## src/rtl/hpc_pkg.sv

```systemverilog
// Package for the heading turn PI controller: field widths, request and
// status codes, register indexes, reset values and shared struct types.
`default_nettype none

package hpc_pkg;

   // Field widths
   localparam int REQ_W      = 2;
   localparam int YAW_W      = 16;
   localparam int GOAL_W     = 17;
   localparam int VEL_W      = 12;
   localparam int CMD_VEL_W  = 13;
   localparam int STAT_W     = 3;
   localparam int GAIN_W     = 20;
   localparam int BAND_W     = 15;
   localparam int GAP_W      = 17;
   localparam int INTEG_W    = 32;
   localparam int FRAC_W     = 16;
   localparam int ACC_W      = 53;
   localparam int CSR_IDX_W  = 3;
   localparam int CSR_DATA_W = 20;

   // Request codes
   localparam logic [REQ_W-1:0] REQ_TICK   = 2'd0;
   localparam logic [REQ_W-1:0] REQ_START  = 2'd1;
   localparam logic [REQ_W-1:0] REQ_CANCEL = 2'd2;

   // Status codes
   localparam logic [STAT_W-1:0] ST_IDLE      = 3'd0;
   localparam logic [STAT_W-1:0] ST_TURNING   = 3'd1;
   localparam logic [STAT_W-1:0] ST_REACHED   = 3'd2;
   localparam logic [STAT_W-1:0] ST_CANCELLED = 3'd3;
   localparam logic [STAT_W-1:0] ST_IN_BAND   = 3'd4;

   // Register indexes
   localparam logic [CSR_IDX_W-1:0] CSR_PROP_GAIN  = 3'd0;
   localparam logic [CSR_IDX_W-1:0] CSR_INTEG_GAIN = 3'd1;
   localparam logic [CSR_IDX_W-1:0] CSR_MAX_VEL    = 3'd2;
   localparam logic [CSR_IDX_W-1:0] CSR_MIN_VEL    = 3'd3;
   localparam logic [CSR_IDX_W-1:0] CSR_DEAD_BAND  = 3'd4;

   // Register reset values
   localparam logic [GAIN_W-1:0] PROP_GAIN_RST  = 20'd11141;
   localparam logic [GAIN_W-1:0] INTEG_GAIN_RST = 20'd0;
   localparam logic [VEL_W-1:0]  MAX_VEL_RST    = 12'd1150;
   localparam logic [VEL_W-1:0]  MIN_VEL_RST    = 12'd300;
   localparam logic [BAND_W-1:0] DEAD_BAND_RST  = 15'd250;

   // Sequencer states
   typedef enum logic [3:0] {
      S_IDLE,
      S_TARGET,
      S_GAP,
      S_CHECK,
      S_MUL_P,
      S_MUL_I,
      S_CLAMP,
      S_RAISE,
      S_MUL_K,
      S_DIV,
      S_EMIT
   } fsm_state_type;

   // Control into the serial multiply-accumulate unit
   typedef struct packed {
      logic load;
      logic keep_acc;
   } mac_ctrl_type;

   // Status out of a serial unit
   typedef struct packed {
      logic busy;
      logic done;
   } unit_stat_type;

endpackage

`default_nettype wire

```

## src/rtl/hpc_if.sv

```systemverilog
// Valid/ready channel interfaces for the heading controller requests and results.
// Depends on hpc_pkg for field widths.
`default_nettype none

interface hpc_req_if import hpc_pkg::*; ();
   logic                     valid;
   logic                     ready;
   logic [REQ_W-1:0]         req_type;
   logic signed [YAW_W-1:0]  yaw_now;
   logic signed [GOAL_W-1:0] goal_turn;
   logic                     use_fixed_speed;
   logic [VEL_W-1:0]         fixed_speed;
   logic                     to_smoother;

   modport source (output valid, req_type, yaw_now, goal_turn, use_fixed_speed,
                   fixed_speed, to_smoother, input ready);
   modport sink   (input valid, req_type, yaw_now, goal_turn, use_fixed_speed,
                   fixed_speed, to_smoother, output ready);
endinterface

interface hpc_rsp_if import hpc_pkg::*; ();
   logic                        valid;
   logic                        ready;
   logic signed [CMD_VEL_W-1:0] velocity_cmd;
   logic                        route_smoother;
   logic [STAT_W-1:0]           status;

   modport source (output valid, velocity_cmd, route_smoother, status, input ready);
   modport sink   (input valid, velocity_cmd, route_smoother, status, output ready);
endinterface

`default_nettype wire

```

## src/rtl/heading_turn_pi_controller_unit.sv

```systemverilog
// Top level of the heading turn PI controller: sequencer, state and datapath.
// Depends on hpc_pkg, hpc_if, hpc_mac and hpc_div.
//
// Channel   Dir  Handshake      Beat
// req_chan  in   valid/ready    one request: tick, start, cancel
// rsp_chan  out  valid/ready    one result per request
// csr_*     in   write enable   one register write, no read-back
//
// Start: target, gap, dead band check, emit. Cancel, spare code and idle tick
// go straight to emit. Reached or fixed-speed tick: gap, check, emit. PI tick:
// gap, check, bit-serial MAC passes by prop_gain and integ_gain, clamp, raise,
// MAC pass by the ramp factor, bit-serial divide, emit; each MAC pass ends once
// no multiplier bits remain. One request is in flight at a time.
// A waiting result holds in the output register while the next request runs.
// Synchronous reset; only configuration and control registers are reset.
`default_nettype none

module heading_turn_pi_controller_unit import hpc_pkg::*; #(
   parameter int unsigned RAMP_STEPS = 15
) (
   input  logic                  clock,
   input  logic                  reset,
   hpc_req_if.sink               req_chan,
   hpc_rsp_if.source             rsp_chan,
   input  logic                  csr_wr_en,
   input  logic [CSR_IDX_W-1:0]  csr_index,
   input  logic [CSR_DATA_W-1:0] csr_data
);

   localparam int KW    = $clog2(RAMP_STEPS + 1);
   localparam int S_W   = VEL_W + KW;
   localparam int CMD_W = VEL_W + FRAC_W + 1;
   localparam int MAG_W = VEL_W + FRAC_W;
   localparam logic [KW-1:0]         RAMP_INIT = KW'(RAMP_STEPS);
   localparam logic [S_W+FRAC_W-1:0] HALF_D    = (S_W + FRAC_W)'(RAMP_STEPS) << (FRAC_W - 1);
   localparam logic signed [17:0]    HALF_TURN = 18'sd18000;
   localparam logic signed [17:0]    FULL_TURN = 18'sd36000;

   // Wrap an angle once into the half-turn range
   function automatic logic signed [17:0] wrap18(input logic signed [17:0] a);
      if (a < -HALF_TURN) begin
         return a + FULL_TURN;
      end else if (a > HALF_TURN) begin
         return a - FULL_TURN;
      end
      return a;
   endfunction

   // Configuration registers
   logic [GAIN_W-1:0] prop_gain_ff, integ_gain_ff;
   logic [VEL_W-1:0]  max_vel_ff, min_vel_ff;
   logic [BAND_W-1:0] dead_band_ff;

   // Controller state
   fsm_state_type             state_ff, state_in;
   logic                      turning_ff, turning_in;
   logic signed [YAW_W-1:0]   target_ff, target_in;
   logic signed [INTEG_W-1:0] integ_ff, integ_in;
   logic [KW-1:0]             ramp_ff, ramp_in;
   logic                      fixed_mode_ff, fixed_mode_in;
   logic signed [CMD_VEL_W-1:0] fixed_cmd_ff, fixed_cmd_in;
   logic                      route_ff, route_in;
   logic                      rsp_valid_ff, rsp_valid_in;

   // Request beat and working values
   logic [REQ_W-1:0]          type_ff, type_in;
   logic signed [YAW_W-1:0]   yaw_ff, yaw_in;
   logic signed [GOAL_W-1:0]  goal_ff, goal_in;
   logic                      use_fixed_ff, use_fixed_in;
   logic [VEL_W-1:0]          speed_ff, speed_in;
   logic                      smoother_ff, smoother_in;
   logic signed [YAW_W-1:0]   base_ff, base_in;
   logic signed [GAP_W-1:0]   gap_ff, gap_in;
   logic signed [CMD_W-1:0]   clamp_ff, clamp_in;
   logic                      neg_ff, neg_in;
   logic signed [CMD_VEL_W-1:0] res_vel_ff, res_vel_in;
   logic                      res_route_ff, res_route_in;
   logic [STAT_W-1:0]         res_status_ff, res_status_in;
   logic signed [CMD_VEL_W-1:0] rsp_vel_ff, rsp_vel_in;
   logic                      rsp_route_ff, rsp_route_in;
   logic [STAT_W-1:0]         rsp_status_ff, rsp_status_in;

   // Datapath nets
   logic                      accept;
   logic signed [17:0]        sum18, twrap, diff18, gwrap;
   logic [GAP_W-1:0]          gap_abs;
   logic                      in_band;
   logic signed [INTEG_W:0]   integ_sum;
   logic signed [INTEG_W-1:0] integ_sat;
   logic signed [ACC_W-1:0]   maxq, neg_maxq;
   logic signed [CMD_W-1:0]   clamp_val, minq, raised;
   logic [MAG_W-1:0]          raised_mag;
   logic [S_W+FRAC_W-1:0]     rnd_sum;
   logic [CMD_VEL_W-1:0]      qvel;
   logic [KW-1:0]             ramp_k;
   logic                      goal_pos;
   logic [CMD_VEL_W-1:0]      spd13;

   // Unit hookups
   mac_ctrl_type              mac_ctrl;
   logic signed [ACC_W-1:0]   mac_mcand;
   logic [GAIN_W-1:0]         mac_mplier;
   logic signed [ACC_W-1:0]   mac_acc;
   unit_stat_type             mac_stat;
   logic                      div_start;
   logic [S_W-1:0]            div_quot;
   unit_stat_type             div_stat;

   hpc_mac u_mac (
      .clock  (clock),
      .reset  (reset),
      .ctrl   (mac_ctrl),
      .mcand  (mac_mcand),
      .mplier (mac_mplier),
      .acc    (mac_acc),
      .stat   (mac_stat)
   );

   hpc_div #(
      .DIVISOR (RAMP_STEPS),
      .DVD_W   (S_W)
   ) u_div (
      .clock    (clock),
      .reset    (reset),
      .start    (div_start),
      .dividend (rnd_sum[S_W+FRAC_W-1:FRAC_W]),
      .quotient (div_quot),
      .stat     (div_stat)
   );

   // Configuration writes
   always_ff @(posedge clock) begin
      if (reset) begin
         prop_gain_ff  <= PROP_GAIN_RST;
         integ_gain_ff <= INTEG_GAIN_RST;
         max_vel_ff    <= MAX_VEL_RST;
         min_vel_ff    <= MIN_VEL_RST;
         dead_band_ff  <= DEAD_BAND_RST;
      end else if (csr_wr_en) begin
         case (csr_index)
            CSR_PROP_GAIN:  prop_gain_ff  <= csr_data[GAIN_W-1:0];
            CSR_INTEG_GAIN: integ_gain_ff <= csr_data[GAIN_W-1:0];
            CSR_MAX_VEL:    max_vel_ff    <= csr_data[VEL_W-1:0];
            CSR_MIN_VEL:    min_vel_ff    <= csr_data[VEL_W-1:0];
            CSR_DEAD_BAND:  dead_band_ff  <= csr_data[BAND_W-1:0];
            default: ;
         endcase
      end
   end

   // Target and gap, each wrapped once
   assign sum18  = {{2{yaw_ff[YAW_W-1]}}, yaw_ff} + {goal_ff[GOAL_W-1], goal_ff};
   assign twrap  = wrap18(sum18);
   assign diff18 = {{2{base_ff[YAW_W-1]}}, base_ff} - {{2{yaw_ff[YAW_W-1]}}, yaw_ff};
   assign gwrap  = wrap18(diff18);

   // Dead band test
   assign gap_abs = gap_ff[GAP_W-1] ? GAP_W'(-gap_ff) : GAP_W'(gap_ff);
   assign in_band = (gap_abs <= {{(GAP_W-BAND_W){1'b0}}, dead_band_ff});

   // Saturating integral update
   assign integ_sum = {integ_ff[INTEG_W-1], integ_ff}
                    + {{(INTEG_W+1-GAP_W){gap_ff[GAP_W-1]}}, gap_ff};
   always_comb begin
      if (integ_sum[INTEG_W] != integ_sum[INTEG_W-1]) begin
         integ_sat = integ_sum[INTEG_W] ? {1'b1, {(INTEG_W-1){1'b0}}}
                                        : {1'b0, {(INTEG_W-1){1'b1}}};
      end else begin
         integ_sat = integ_sum[INTEG_W-1:0];
      end
   end

   // Clamp to the maximum speed
   assign maxq     = $signed({{(ACC_W-MAG_W){1'b0}}, max_vel_ff, {FRAC_W{1'b0}}});
   assign neg_maxq = -maxq;
   always_comb begin
      if (mac_acc > maxq) begin
         clamp_val = maxq[CMD_W-1:0];
      end else if (mac_acc < neg_maxq) begin
         clamp_val = neg_maxq[CMD_W-1:0];
      end else begin
         clamp_val = mac_acc[CMD_W-1:0];
      end
   end

   // Raise a nonzero command to the minimum speed
   assign minq = $signed({1'b0, min_vel_ff, {FRAC_W{1'b0}}});
   always_comb begin
      if ((clamp_ff > 0) && (clamp_ff < minq)) begin
         raised = minq;
      end else if ((clamp_ff < 0) && (clamp_ff > -minq)) begin
         raised = -minq;
      end else begin
         raised = clamp_ff;
      end
   end
   assign raised_mag = raised[CMD_W-1] ? MAG_W'(-raised) : MAG_W'(raised);

   // Ramp factor, rounding offset and signed quotient
   assign ramp_k   = RAMP_INIT - ramp_ff;
   assign rnd_sum  = mac_acc[S_W+FRAC_W-1:0] + HALF_D;
   assign qvel     = {1'b0, div_quot[VEL_W-1:0]};
   assign goal_pos = !goal_ff[GOAL_W-1] && (goal_ff != '0);
   assign spd13    = {1'b0, speed_ff};

   assign accept        = req_chan.valid && req_chan.ready;
   assign req_chan.ready = (state_ff == S_IDLE);

   // Sequencer: next state, state updates and unit control
   always_comb begin
      state_in      = state_ff;
      turning_in    = turning_ff;
      target_in     = target_ff;
      integ_in      = integ_ff;
      ramp_in       = ramp_ff;
      fixed_mode_in = fixed_mode_ff;
      fixed_cmd_in  = fixed_cmd_ff;
      route_in      = route_ff;
      type_in       = type_ff;
      yaw_in        = yaw_ff;
      goal_in       = goal_ff;
      use_fixed_in  = use_fixed_ff;
      speed_in      = speed_ff;
      smoother_in   = smoother_ff;
      base_in       = base_ff;
      gap_in        = gap_ff;
      clamp_in      = clamp_ff;
      neg_in        = neg_ff;
      res_vel_in    = res_vel_ff;
      res_route_in  = res_route_ff;
      res_status_in = res_status_ff;
      rsp_vel_in    = rsp_vel_ff;
      rsp_route_in  = rsp_route_ff;
      rsp_status_in = rsp_status_ff;
      rsp_valid_in  = rsp_valid_ff && !rsp_chan.ready;
      mac_ctrl      = '0;
      mac_mcand     = '0;
      mac_mplier    = '0;
      div_start     = 1'b0;

      case (state_ff)
         S_IDLE: begin
            if (accept) begin
               type_in      = req_chan.req_type;
               yaw_in       = req_chan.yaw_now;
               goal_in      = req_chan.goal_turn;
               use_fixed_in = req_chan.use_fixed_speed;
               speed_in     = req_chan.fixed_speed;
               smoother_in  = req_chan.to_smoother;
               res_vel_in   = '0;
               case (req_chan.req_type)
                  REQ_START: begin
                     state_in = S_TARGET;
                  end
                  REQ_TICK: begin
                     if (turning_ff) begin
                        base_in  = target_ff;
                        state_in = S_GAP;
                     end else begin
                        res_route_in  = route_ff;
                        res_status_in = ST_IDLE;
                        state_in      = S_EMIT;
                     end
                  end
                  REQ_CANCEL: begin
                     res_route_in  = 1'b0;
                     res_status_in = turning_ff ? ST_CANCELLED : ST_IDLE;
                     turning_in    = 1'b0;
                     state_in      = S_EMIT;
                  end
                  default: begin
                     res_route_in  = 1'b0;
                     res_status_in = turning_ff ? ST_TURNING : ST_IDLE;
                     state_in      = S_EMIT;
                  end
               endcase
            end
         end
         S_TARGET: begin
            base_in  = twrap[YAW_W-1:0];
            state_in = S_GAP;
         end
         S_GAP: begin
            gap_in   = gwrap[GAP_W-1:0];
            state_in = S_CHECK;
         end
         S_CHECK: begin
            if (type_ff == REQ_START) begin
               target_in = base_ff;
               state_in  = S_EMIT;
               if (in_band) begin
                  turning_in    = 1'b0;
                  res_route_in  = 1'b0;
                  res_status_in = ST_IN_BAND;
               end else begin
                  turning_in    = 1'b1;
                  integ_in      = '0;
                  ramp_in       = RAMP_INIT;
                  fixed_mode_in = use_fixed_ff;
                  fixed_cmd_in  = goal_pos ? $signed(spd13) : -$signed(spd13);
                  route_in      = smoother_ff;
                  res_route_in  = smoother_ff;
                  res_status_in = ST_TURNING;
               end
            end else if (in_band) begin
               turning_in    = 1'b0;
               integ_in      = '0;
               target_in     = '0;
               res_route_in  = route_ff;
               res_status_in = ST_REACHED;
               state_in      = S_EMIT;
            end else if (fixed_mode_ff) begin
               res_vel_in    = fixed_cmd_ff;
               res_route_in  = route_ff;
               res_status_in = ST_TURNING;
               state_in      = S_EMIT;
            end else begin
               integ_in   = integ_sat;
               ramp_in    = (ramp_ff != '0) ? ramp_ff - 1'b1 : '0;
               mac_ctrl.load = 1'b1;
               mac_mcand  = {{(ACC_W-GAP_W){gap_ff[GAP_W-1]}}, gap_ff};
               mac_mplier = prop_gain_ff;
               state_in   = S_MUL_P;
            end
         end
         S_MUL_P: begin
            if (mac_stat.done) begin
               mac_ctrl.load     = 1'b1;
               mac_ctrl.keep_acc = 1'b1;
               mac_mcand  = {{(ACC_W-INTEG_W){integ_ff[INTEG_W-1]}}, integ_ff};
               mac_mplier = integ_gain_ff;
               state_in   = S_MUL_I;
            end
         end
         S_MUL_I: begin
            if (mac_stat.done) begin
               state_in = S_CLAMP;
            end
         end
         S_CLAMP: begin
            clamp_in = clamp_val;
            state_in = S_RAISE;
         end
         S_RAISE: begin
            neg_in        = raised[CMD_W-1];
            mac_ctrl.load = 1'b1;
            mac_mcand     = {{(ACC_W-MAG_W){1'b0}}, raised_mag};
            mac_mplier    = {{(GAIN_W-KW){1'b0}}, ramp_k};
            state_in      = S_MUL_K;
         end
         S_MUL_K: begin
            if (mac_stat.done) begin
               div_start = 1'b1;
               state_in  = S_DIV;
            end
         end
         S_DIV: begin
            if (div_stat.done) begin
               res_vel_in    = neg_ff ? $signed(-qvel) : $signed(qvel);
               res_route_in  = route_ff;
               res_status_in = ST_TURNING;
               state_in      = S_EMIT;
            end
         end
         S_EMIT: begin
            // Hold until the output register is free
            if (!rsp_valid_ff || rsp_chan.ready) begin
               rsp_vel_in    = res_vel_ff;
               rsp_route_in  = res_route_ff;
               rsp_status_in = res_status_ff;
               rsp_valid_in  = 1'b1;
               state_in      = S_IDLE;
            end
         end
         default: begin
            state_in = S_IDLE;
         end
      endcase
   end

   // State register and control state
   always_ff @(posedge clock) begin
      if (reset) begin
         state_ff      <= S_IDLE;
         turning_ff    <= 1'b0;
         target_ff     <= '0;
         integ_ff      <= '0;
         ramp_ff       <= RAMP_INIT;
         fixed_mode_ff <= 1'b0;
         fixed_cmd_ff  <= '0;
         route_ff      <= 1'b0;
         rsp_valid_ff  <= 1'b0;
      end else begin
         state_ff      <= state_in;
         turning_ff    <= turning_in;
         target_ff     <= target_in;
         integ_ff      <= integ_in;
         ramp_ff       <= ramp_in;
         fixed_mode_ff <= fixed_mode_in;
         fixed_cmd_ff  <= fixed_cmd_in;
         route_ff      <= route_in;
         rsp_valid_ff  <= rsp_valid_in;
      end
   end

   // Payload registers
   always_ff @(posedge clock) begin
      type_ff       <= type_in;
      yaw_ff        <= yaw_in;
      goal_ff       <= goal_in;
      use_fixed_ff  <= use_fixed_in;
      speed_ff      <= speed_in;
      smoother_ff   <= smoother_in;
      base_ff       <= base_in;
      gap_ff        <= gap_in;
      clamp_ff      <= clamp_in;
      neg_ff        <= neg_in;
      res_vel_ff    <= res_vel_in;
      res_route_ff  <= res_route_in;
      res_status_ff <= res_status_in;
      rsp_vel_ff    <= rsp_vel_in;
      rsp_route_ff  <= rsp_route_in;
      rsp_status_ff <= rsp_status_in;
   end

   // Drive the result channel
   assign rsp_chan.valid          = rsp_valid_ff;
   assign rsp_chan.velocity_cmd   = rsp_vel_ff;
   assign rsp_chan.route_smoother = rsp_route_ff;
   assign rsp_chan.status         = rsp_status_ff;

endmodule

`default_nettype wire

```

## src/rtl/hpc_mac.sv

```systemverilog
// Bit-serial shift-add multiply-accumulate unit, one multiplier bit per cycle.
// Depends on hpc_pkg for widths and the control/status structs.
`default_nettype none

module hpc_mac import hpc_pkg::*; (
   input  logic                     clock,
   input  logic                     reset,
   input  mac_ctrl_type             ctrl,
   input  logic signed [ACC_W-1:0]  mcand,
   input  logic [GAIN_W-1:0]        mplier,
   output logic signed [ACC_W-1:0]  acc,
   output unit_stat_type            stat
);

   logic                    busy_ff, busy_in;
   logic signed [ACC_W-1:0] mcand_ff, mcand_in;
   logic [GAIN_W-1:0]       mplier_ff, mplier_in;
   logic signed [ACC_W-1:0] acc_ff, acc_in;

   // Load a new pass, or add the shifted multiplicand for each set bit
   always_comb begin
      busy_in   = busy_ff;
      mcand_in  = mcand_ff;
      mplier_in = mplier_ff;
      acc_in    = acc_ff;
      if (ctrl.load) begin
         mcand_in  = mcand;
         mplier_in = mplier;
         acc_in    = ctrl.keep_acc ? acc_ff : '0;
         busy_in   = 1'b1;
      end else if (busy_ff) begin
         if (mplier_ff == '0) begin
            busy_in = 1'b0;
         end else begin
            if (mplier_ff[0]) begin
               acc_in = acc_ff + mcand_ff;
            end
            mcand_in  = mcand_ff <<< 1;
            mplier_in = mplier_ff >> 1;
         end
      end
   end

   always_ff @(posedge clock) begin
      if (reset) begin
         busy_ff <= 1'b0;
      end else begin
         busy_ff <= busy_in;
      end
   end

   always_ff @(posedge clock) begin
      mcand_ff  <= mcand_in;
      mplier_ff <= mplier_in;
      acc_ff    <= acc_in;
   end

   // Done once no multiplier bits remain
   assign acc       = acc_ff;
   assign stat.busy = busy_ff;
   assign stat.done = busy_ff && (mplier_ff == '0);

endmodule

`default_nettype wire

```

## src/rtl/hpc_div.sv

```systemverilog
// Bit-serial restoring divider by a fixed divisor, one quotient bit per cycle.
// Depends on hpc_pkg for the status struct.
`default_nettype none

module hpc_div import hpc_pkg::*; #(
   parameter int unsigned DIVISOR = 15,
   parameter int unsigned DVD_W   = 16
) (
   input  logic             clock,
   input  logic             reset,
   input  logic             start,
   input  logic [DVD_W-1:0] dividend,
   output logic [DVD_W-1:0] quotient,
   output unit_stat_type    stat
);

   localparam int REM_W = $clog2(DIVISOR + 1);
   localparam int CNT_W = $clog2(DVD_W + 1);
   localparam logic [REM_W:0]   DIV_K = (REM_W + 1)'(DIVISOR);
   localparam logic [CNT_W-1:0] STEPS = CNT_W'(DVD_W);

   logic             busy_ff, busy_in;
   logic [CNT_W-1:0] cnt_ff, cnt_in;
   logic [DVD_W-1:0] work_ff, work_in;
   logic [REM_W-1:0] rem_ff, rem_in;
   logic [REM_W:0]   trial;
   logic [REM_W:0]   diff;
   logic             geq;

   // Bring down the next dividend bit and try the subtraction
   assign trial = {rem_ff, work_ff[DVD_W-1]};
   assign geq   = (trial >= DIV_K);
   assign diff  = trial - DIV_K;

   always_comb begin
      busy_in = busy_ff;
      cnt_in  = cnt_ff;
      work_in = work_ff;
      rem_in  = rem_ff;
      if (start) begin
         busy_in = 1'b1;
         cnt_in  = STEPS;
         work_in = dividend;
         rem_in  = '0;
      end else if (busy_ff) begin
         if (cnt_ff == '0) begin
            busy_in = 1'b0;
         end else begin
            cnt_in  = cnt_ff - 1'b1;
            work_in = {work_ff[DVD_W-2:0], geq};
            rem_in  = geq ? diff[REM_W-1:0] : trial[REM_W-1:0];
         end
      end
   end

   always_ff @(posedge clock) begin
      if (reset) begin
         busy_ff <= 1'b0;
      end else begin
         busy_ff <= busy_in;
      end
   end

   always_ff @(posedge clock) begin
      cnt_ff  <= cnt_in;
      work_ff <= work_in;
      rem_ff  <= rem_in;
   end

   assign quotient  = work_ff;
   assign stat.busy = busy_ff;
   assign stat.done = busy_ff && (cnt_ff == '0);

endmodule

`default_nettype wire

```

## src/flat_wrapper.sv

```systemverilog
// flat-port wrapper written by rule: the top's interface ports become plain ports
module heading_turn_pi_controller_unit_flat import hpc_pkg::*;
#(
   parameter int unsigned RAMP_STEPS = 15
)
  (clock, reset, csr_wr_en, csr_index, csr_data, req_chan_valid, req_chan_req_type, req_chan_yaw_now, req_chan_goal_turn, req_chan_use_fixed_speed, req_chan_fixed_speed, req_chan_to_smoother, req_chan_ready, rsp_chan_valid, rsp_chan_velocity_cmd, rsp_chan_route_smoother, rsp_chan_status, rsp_chan_ready);
  hpc_req_if req_chan_i ();
  hpc_rsp_if rsp_chan_i ();
  input  logic clock;
  input  logic reset;
  input  logic csr_wr_en;
  input  logic [CSR_IDX_W-1:0] csr_index;
  input  logic [CSR_DATA_W-1:0] csr_data;
  input wire logic [$bits(req_chan_i.valid)-1:0] req_chan_valid;
  input wire logic [$bits(req_chan_i.req_type)-1:0] req_chan_req_type;
  input wire logic [$bits(req_chan_i.yaw_now)-1:0] req_chan_yaw_now;
  input wire logic [$bits(req_chan_i.goal_turn)-1:0] req_chan_goal_turn;
  input wire logic [$bits(req_chan_i.use_fixed_speed)-1:0] req_chan_use_fixed_speed;
  input wire logic [$bits(req_chan_i.fixed_speed)-1:0] req_chan_fixed_speed;
  input wire logic [$bits(req_chan_i.to_smoother)-1:0] req_chan_to_smoother;
  output wire logic [$bits(req_chan_i.ready)-1:0] req_chan_ready;
  output wire logic [$bits(rsp_chan_i.valid)-1:0] rsp_chan_valid;
  output wire logic [$bits(rsp_chan_i.velocity_cmd)-1:0] rsp_chan_velocity_cmd;
  output wire logic [$bits(rsp_chan_i.route_smoother)-1:0] rsp_chan_route_smoother;
  output wire logic [$bits(rsp_chan_i.status)-1:0] rsp_chan_status;
  input wire logic [$bits(rsp_chan_i.ready)-1:0] rsp_chan_ready;
  assign req_chan_i.valid = req_chan_valid;
  assign req_chan_i.req_type = req_chan_req_type;
  assign req_chan_i.yaw_now = req_chan_yaw_now;
  assign req_chan_i.goal_turn = req_chan_goal_turn;
  assign req_chan_i.use_fixed_speed = req_chan_use_fixed_speed;
  assign req_chan_i.fixed_speed = req_chan_fixed_speed;
  assign req_chan_i.to_smoother = req_chan_to_smoother;
  assign req_chan_ready = req_chan_i.ready;
  assign rsp_chan_valid = rsp_chan_i.valid;
  assign rsp_chan_velocity_cmd = rsp_chan_i.velocity_cmd;
  assign rsp_chan_route_smoother = rsp_chan_i.route_smoother;
  assign rsp_chan_status = rsp_chan_i.status;
  assign rsp_chan_i.ready = rsp_chan_ready;
  heading_turn_pi_controller_unit #(.RAMP_STEPS(RAMP_STEPS)) u_core (.clock(clock), .reset(reset), .req_chan(req_chan_i), .rsp_chan(rsp_chan_i), .csr_wr_en(csr_wr_en), .csr_index(csr_index), .csr_data(csr_data));
endmodule
```

## config.mk

```make
export PLATFORM = sky130hd
export DESIGN_NAME = heading_turn_pi_controller_unit_flat
export DESIGN_NICKNAME = d
export VERILOG_FILES = /design/src/rtl/hpc_pkg.sv /design/src/rtl/hpc_if.sv /design/src/rtl/heading_turn_pi_controller_unit.sv /design/src/rtl/hpc_mac.sv /design/src/rtl/hpc_div.sv /design/src/flat_wrapper.sv
export SDC_FILE = /design/constraint.sdc
export NUM_CORES = 1
export LEC_CHECK = 0
export BUFFER_PORTS_ARGS = -buffer_cell sky130_fd_sc_hd__buf_2
export CAP_MARGIN = 30
export CORE_MARGIN = 2
export CORE_UTILIZATION = 30
export CTS_CLUSTER_DIAMETER = 50
export DETAILED_ROUTE_END_ITERATION = 7
export SLEW_MARGIN = 40
export SYNTH_ARGS = -nofsm -noshare
export SYNTH_HDL_FRONTEND = slang
export SYNTH_SLANG_ARGS = --single-unit
```

## constraint.sdc

```tcl
create_clock -name clock -period 6.2 [get_ports clock]
set_input_delay 0.31 -clock clock [delete_from_list [all_inputs] [get_ports clock]]
set_output_delay 0.31 -clock clock [all_outputs]
set_load 0.02 [all_outputs]
```

==> results.json <==
{
  "drv_slew": 0,
  "relSlewSlack": 0.429,
  "leakagePower_nw": 13.5,
  "cp_max_fo": 6,
  "setup_viol": 0,
  "rsz0062_at_grt": "false",
  "place_ws_ns": 0.449,
  "p_clk_frac": 0.270,
  "nFillCells": 9828,
  "comb_power_share": 0.396,
  "drc": 9,
  "ys_ff_latch": 451,
  "grt_pass1_vias": 23100,
  "synth_ff_type": "edfxtp_1",
  "holdCritPathClass": "in2reg",
  "drv_cap": 0,
  "ios": 96,
  "synth.net_count": 3437,
  "initial_core_util": 0.303,
  "regToRegEndpoint": "u_core.base_ff[14]$_DFFE_PP_",
  "die_w_um": 316,
  "avgSynthCellArea_sq_um": 9.39,
  "root_buffer": "clkbuf_16",
  "setup_ws_ns": 0.432,
  "dieArea_sq_um": 100000,
  "required_ns": 6.58,
  "fin_crit_ns": 5.77,
  "clkTransAtPathRegs_ns": 0.06,
  "synth.top_cell.area_share": 0.295,
  "hold_start": "csr_data[4]",
  "htree_levels": 2,
  "antenna_found_initial": 3,
  "syn_area_sq_um": 29300,
  "p_int_mw": 7.95,
  "worstSetupPathType": "reg2reg",
  "reg2reg_slack_ns": 0.43,
  "gp_congestion": 0.887,
  "synthCells": 3120,
  "tns_ns": 0,
  "p_sw_mw": 4.66,
  "dr.pass1.iters": 8,
  "crit_arrival_ns": 6.15,
  "drtAntennaViolNets": 0,
  "crit_path_start_kind": "flop",
  "violations": "DRC",
  "hold_violations": 0,
  "r2r_start": "u_core.goal_ff[0]$_DFFE_PP_",
  "grt_max_degree": 73,
  "tritoncts": "yes",
  "drt_iter0_drc": 1869,
  "ff2ff_path_depth": 24,
  "core_sq_um": 96700,
  "gr-total-overflow": 0,
  "ir_drop_mv": 0.320,
  "postCtsSetupRepairBufs": 0,
  "numClockSinks": 451,
  "drive_gt1_frac": 0.0964,
  "synth_warnings": 0,
  "max_freq_mhz": 173,
  "port_buffers": 95,
  "synth.distinct_cells": 94,
  "outcome": "finished with violations",
  "vias": 24300,
  "yosysTopAreaCell": "edfxtp_1",
  "fin_crit_sh": 0.930,
  "worst_clock_skew_ns": 0.0431,
  "via_per_inst": 5.31,
  "post_drt_wl_per_cell_um": 17.5,
  "holdPathEnd": "u_core.integ_gain_ff[4]$_SDFFE_PP0P_",
  "cts_buffer_depth": 3,
  "tightestPinTransition_ns": 0.835,
  "drt-total-wl_mm": 80.3,
  "synthTopCellsByArea": "edfxtp_1 (30%), dfxtp_1 (11%), ha_1 (10%)",
  "dp_hpwl_mm": 58.3,
  "clkLatencyLatePin_ns": 0.63,
  "crit_path_end_kind": "flop",
  "post-route-util": 0.351,
  "fp-row-count": 114,
  "grt_pass1_wl_mm": 128,
  "yosysSeqAreaShare": 0.407,
  "netlist_top_cells_count": "nand2_1 (322), edfxtp_1 (288), nor2_1 (267)",
  "synth_async_sr_flop_share": 0,
  "seqPwrFrac": 0.334,
  "die_height_um": 316,
  "swShare": 0.369,
  "synth_most_common_cell": "nand2_1",
  "p_per_area_nw_per_um2": 371,
  "synth-edff-count": 288,
  "final_nets": 3568,
  "hold_depth": 3,
  "syn2layout_area_growth_pct": 15.8,
  "hold_ws_ns": 0.0393,
  "groute.usage.overall": 0.158,
  "cts_made_buffers": 58
}
-- registers in the layout (all words and copies together), names as in the netlist, 13 cells and up --
register	cells
u_core.rsp_chan.velocity_cmd	13
u_core.prop_gain_ff	20
u_core.u_mac.mcand_ff	53
u_core.u_mac.mplier_ff	20
u_core.u_div.quotient	16
u_core.clamp_ff	29
u_core.target_ff	16
u_core.integ_ff	32
u_core.yaw_ff	16
u_core.integ_gain_ff	20
u_core.dead_band_ff	15
u_core.res_vel_ff	13
u_core.gap_ff	17
u_core.fixed_cmd_ff	13
u_core.base_ff	16
u_core.goal_ff	17
u_core.u_mac.acc	53
-- kinds of logic (layout without fill, tap and decap cells) --
kind of cell / after synthesis / in the layout / share of synthesized area
AOI/OAI and AO/OA: 893 / 893 / 0.212
buffers and inverters: 283 / 462 / 0.0376
other: 0 / 1 / 0
xor gates and xnor gates: 189 / 189 / 0.0565
and+or+nand+nor: 1014 / 1014 / 0.166
DFF: 451 / 451 / 0.407
muxes: 50 / 50 / 0.0176
adders and majority gates: 240 / 240 / 0.104
-- power by group through the flow --
stage	Clock (mW)	Sequential (mW)	Combinational, mW
5_1_grt	3.60	4.24	5.62
3_5_place_dp	0	4.25	4.93
3_3_place_gp	0	4.25	4.86
6_report	3.40	4.20	4.99
4_1_cts	3.47	4.19	4.99
2_1_floorplan	0	4.09	3.87
-- layer usage --
layer	part of all wire	vias up	GRT usage	wire length [um]
li1	-	11900	-	-
met1	0.47	11700	0.222	38000
met2	0.46	601	0.257	36800
met3	0.050	93	0.0221	4010
met4	0.018	4	0.0356	1450
met5	0.00034	-	0	27
-- worst max path at each step --
stage	cells after the start	to	slack, ns	start
floorplan	13	u_core.u_mac.acc[0]$_SDFFCE_PP0P_	0.78	u_core.gap_ff[7]$_DFFE_PP_
global placement	24	u_core.base_ff[14]$_DFFE_PP_	0.61	u_core.yaw_ff[0]$_DFFE_PP_
global route	25	u_core.gap_ff[15]$_DFFE_PP_	0.08	u_core.yaw_ff[1]$_DFFE_PP_
detailed placement	24	u_core.base_ff[14]$_DFFE_PP_	0.45	u_core.goal_ff[0]$_DFFE_PP_
finish	24	u_core.base_ff[14]$_DFFE_PP_	0.43	u_core.goal_ff[0]$_DFFE_PP_
CTS	24	u_core.base_ff[14]$_DFFE_PP_	0.44	u_core.goal_ff[0]$_DFFE_PP_
-- critical path: stages (launching register included) --
cell and delay (ns):
edfxtp_1 0.41, ha_1 0.25, inv_1 0.07, fa_1 0.20, nor2b_1 0.06, o21a_1 0.19
o31a_1 0.30, o311a_1 0.34, o311a_1 0.37, or3_1 0.33, and2_1 0.21, a31oi_1 0.29
nand3b_1 0.17, and2_1 0.26, inv_1 0.18, ha_1 0.34, or2_2 0.29, a21oi_1 0.15
a31oi_1 0.10, a211o_1 0.30, a21oi_1 0.17, xnor2_1 0.10, mux2_2 0.26, o22ai_1 0.13
nor2_1 0.05
-- what timing repair did --
| action | 4_1_cts | 5_1_grt |
|---|---|---|
| setup endpoints to repair | 0 | 3 |
| gates resized for setup | 0 | 2 |
| hold buffers | 65 | 0 |
| hold endpoints to repair | 83 | 0 |
-- layout make-up --
type,count,area (sq um),share of cell area
clock buffers,72,1600,0.0471
clock inverters,36,345,0.0102
flip-flops and latches,451,11900,0.351
diodes,1,2.50,0.0000738
repair buffers,206,1510,0.0446
well taps,1276,1600,0.0471
inverters,148,556,0.0164
multi-input cells,2386,16400,0.484
-- stage by stage --
stage | cell area [sq um] | power, mW | instances
2_1_floorplan | 29300 | 7.96 | 3120
4_1_cts | 33900 | 12.7 | 4575
3_5_place_dp | 31300 | 9.18 | 4402
6_report | 33900 | 12.6 | 4576
3_3_place_gp | 31300 | 9.12 | 4402
5_1_grt | 33900 | 13.5 | 4576
-- placed cells by master (no fill, tap or decap), types with 44 or more instances in the layout --
master | synthesis | routed
edfxtp_1 | 288 | 288
inv_1 | 146 | 146
buf_2 | 4 | 94
a21o_1 | 103 | 102
xnor2_1 | 115 | 115
dlygate4sd3_1 | 0 | 65
xor2_1 | 74 | 74
nand3_1 | 64 | 64
buf_4 | 2 | 44
dfxtp_1 | 163 | 163
nand2_1 | 322 | 320
a21oi_1 | 236 | 232
nor3_1 | 65 | 63
clkbuf_16 | 0 | 60
nor2_1 | 267 | 265
a221o_1 | 46 | 46
o21ai_0 | 151 | 149
ha_1 | 234 | 234
Note: power is estimated with default switching activity, not from simulation.
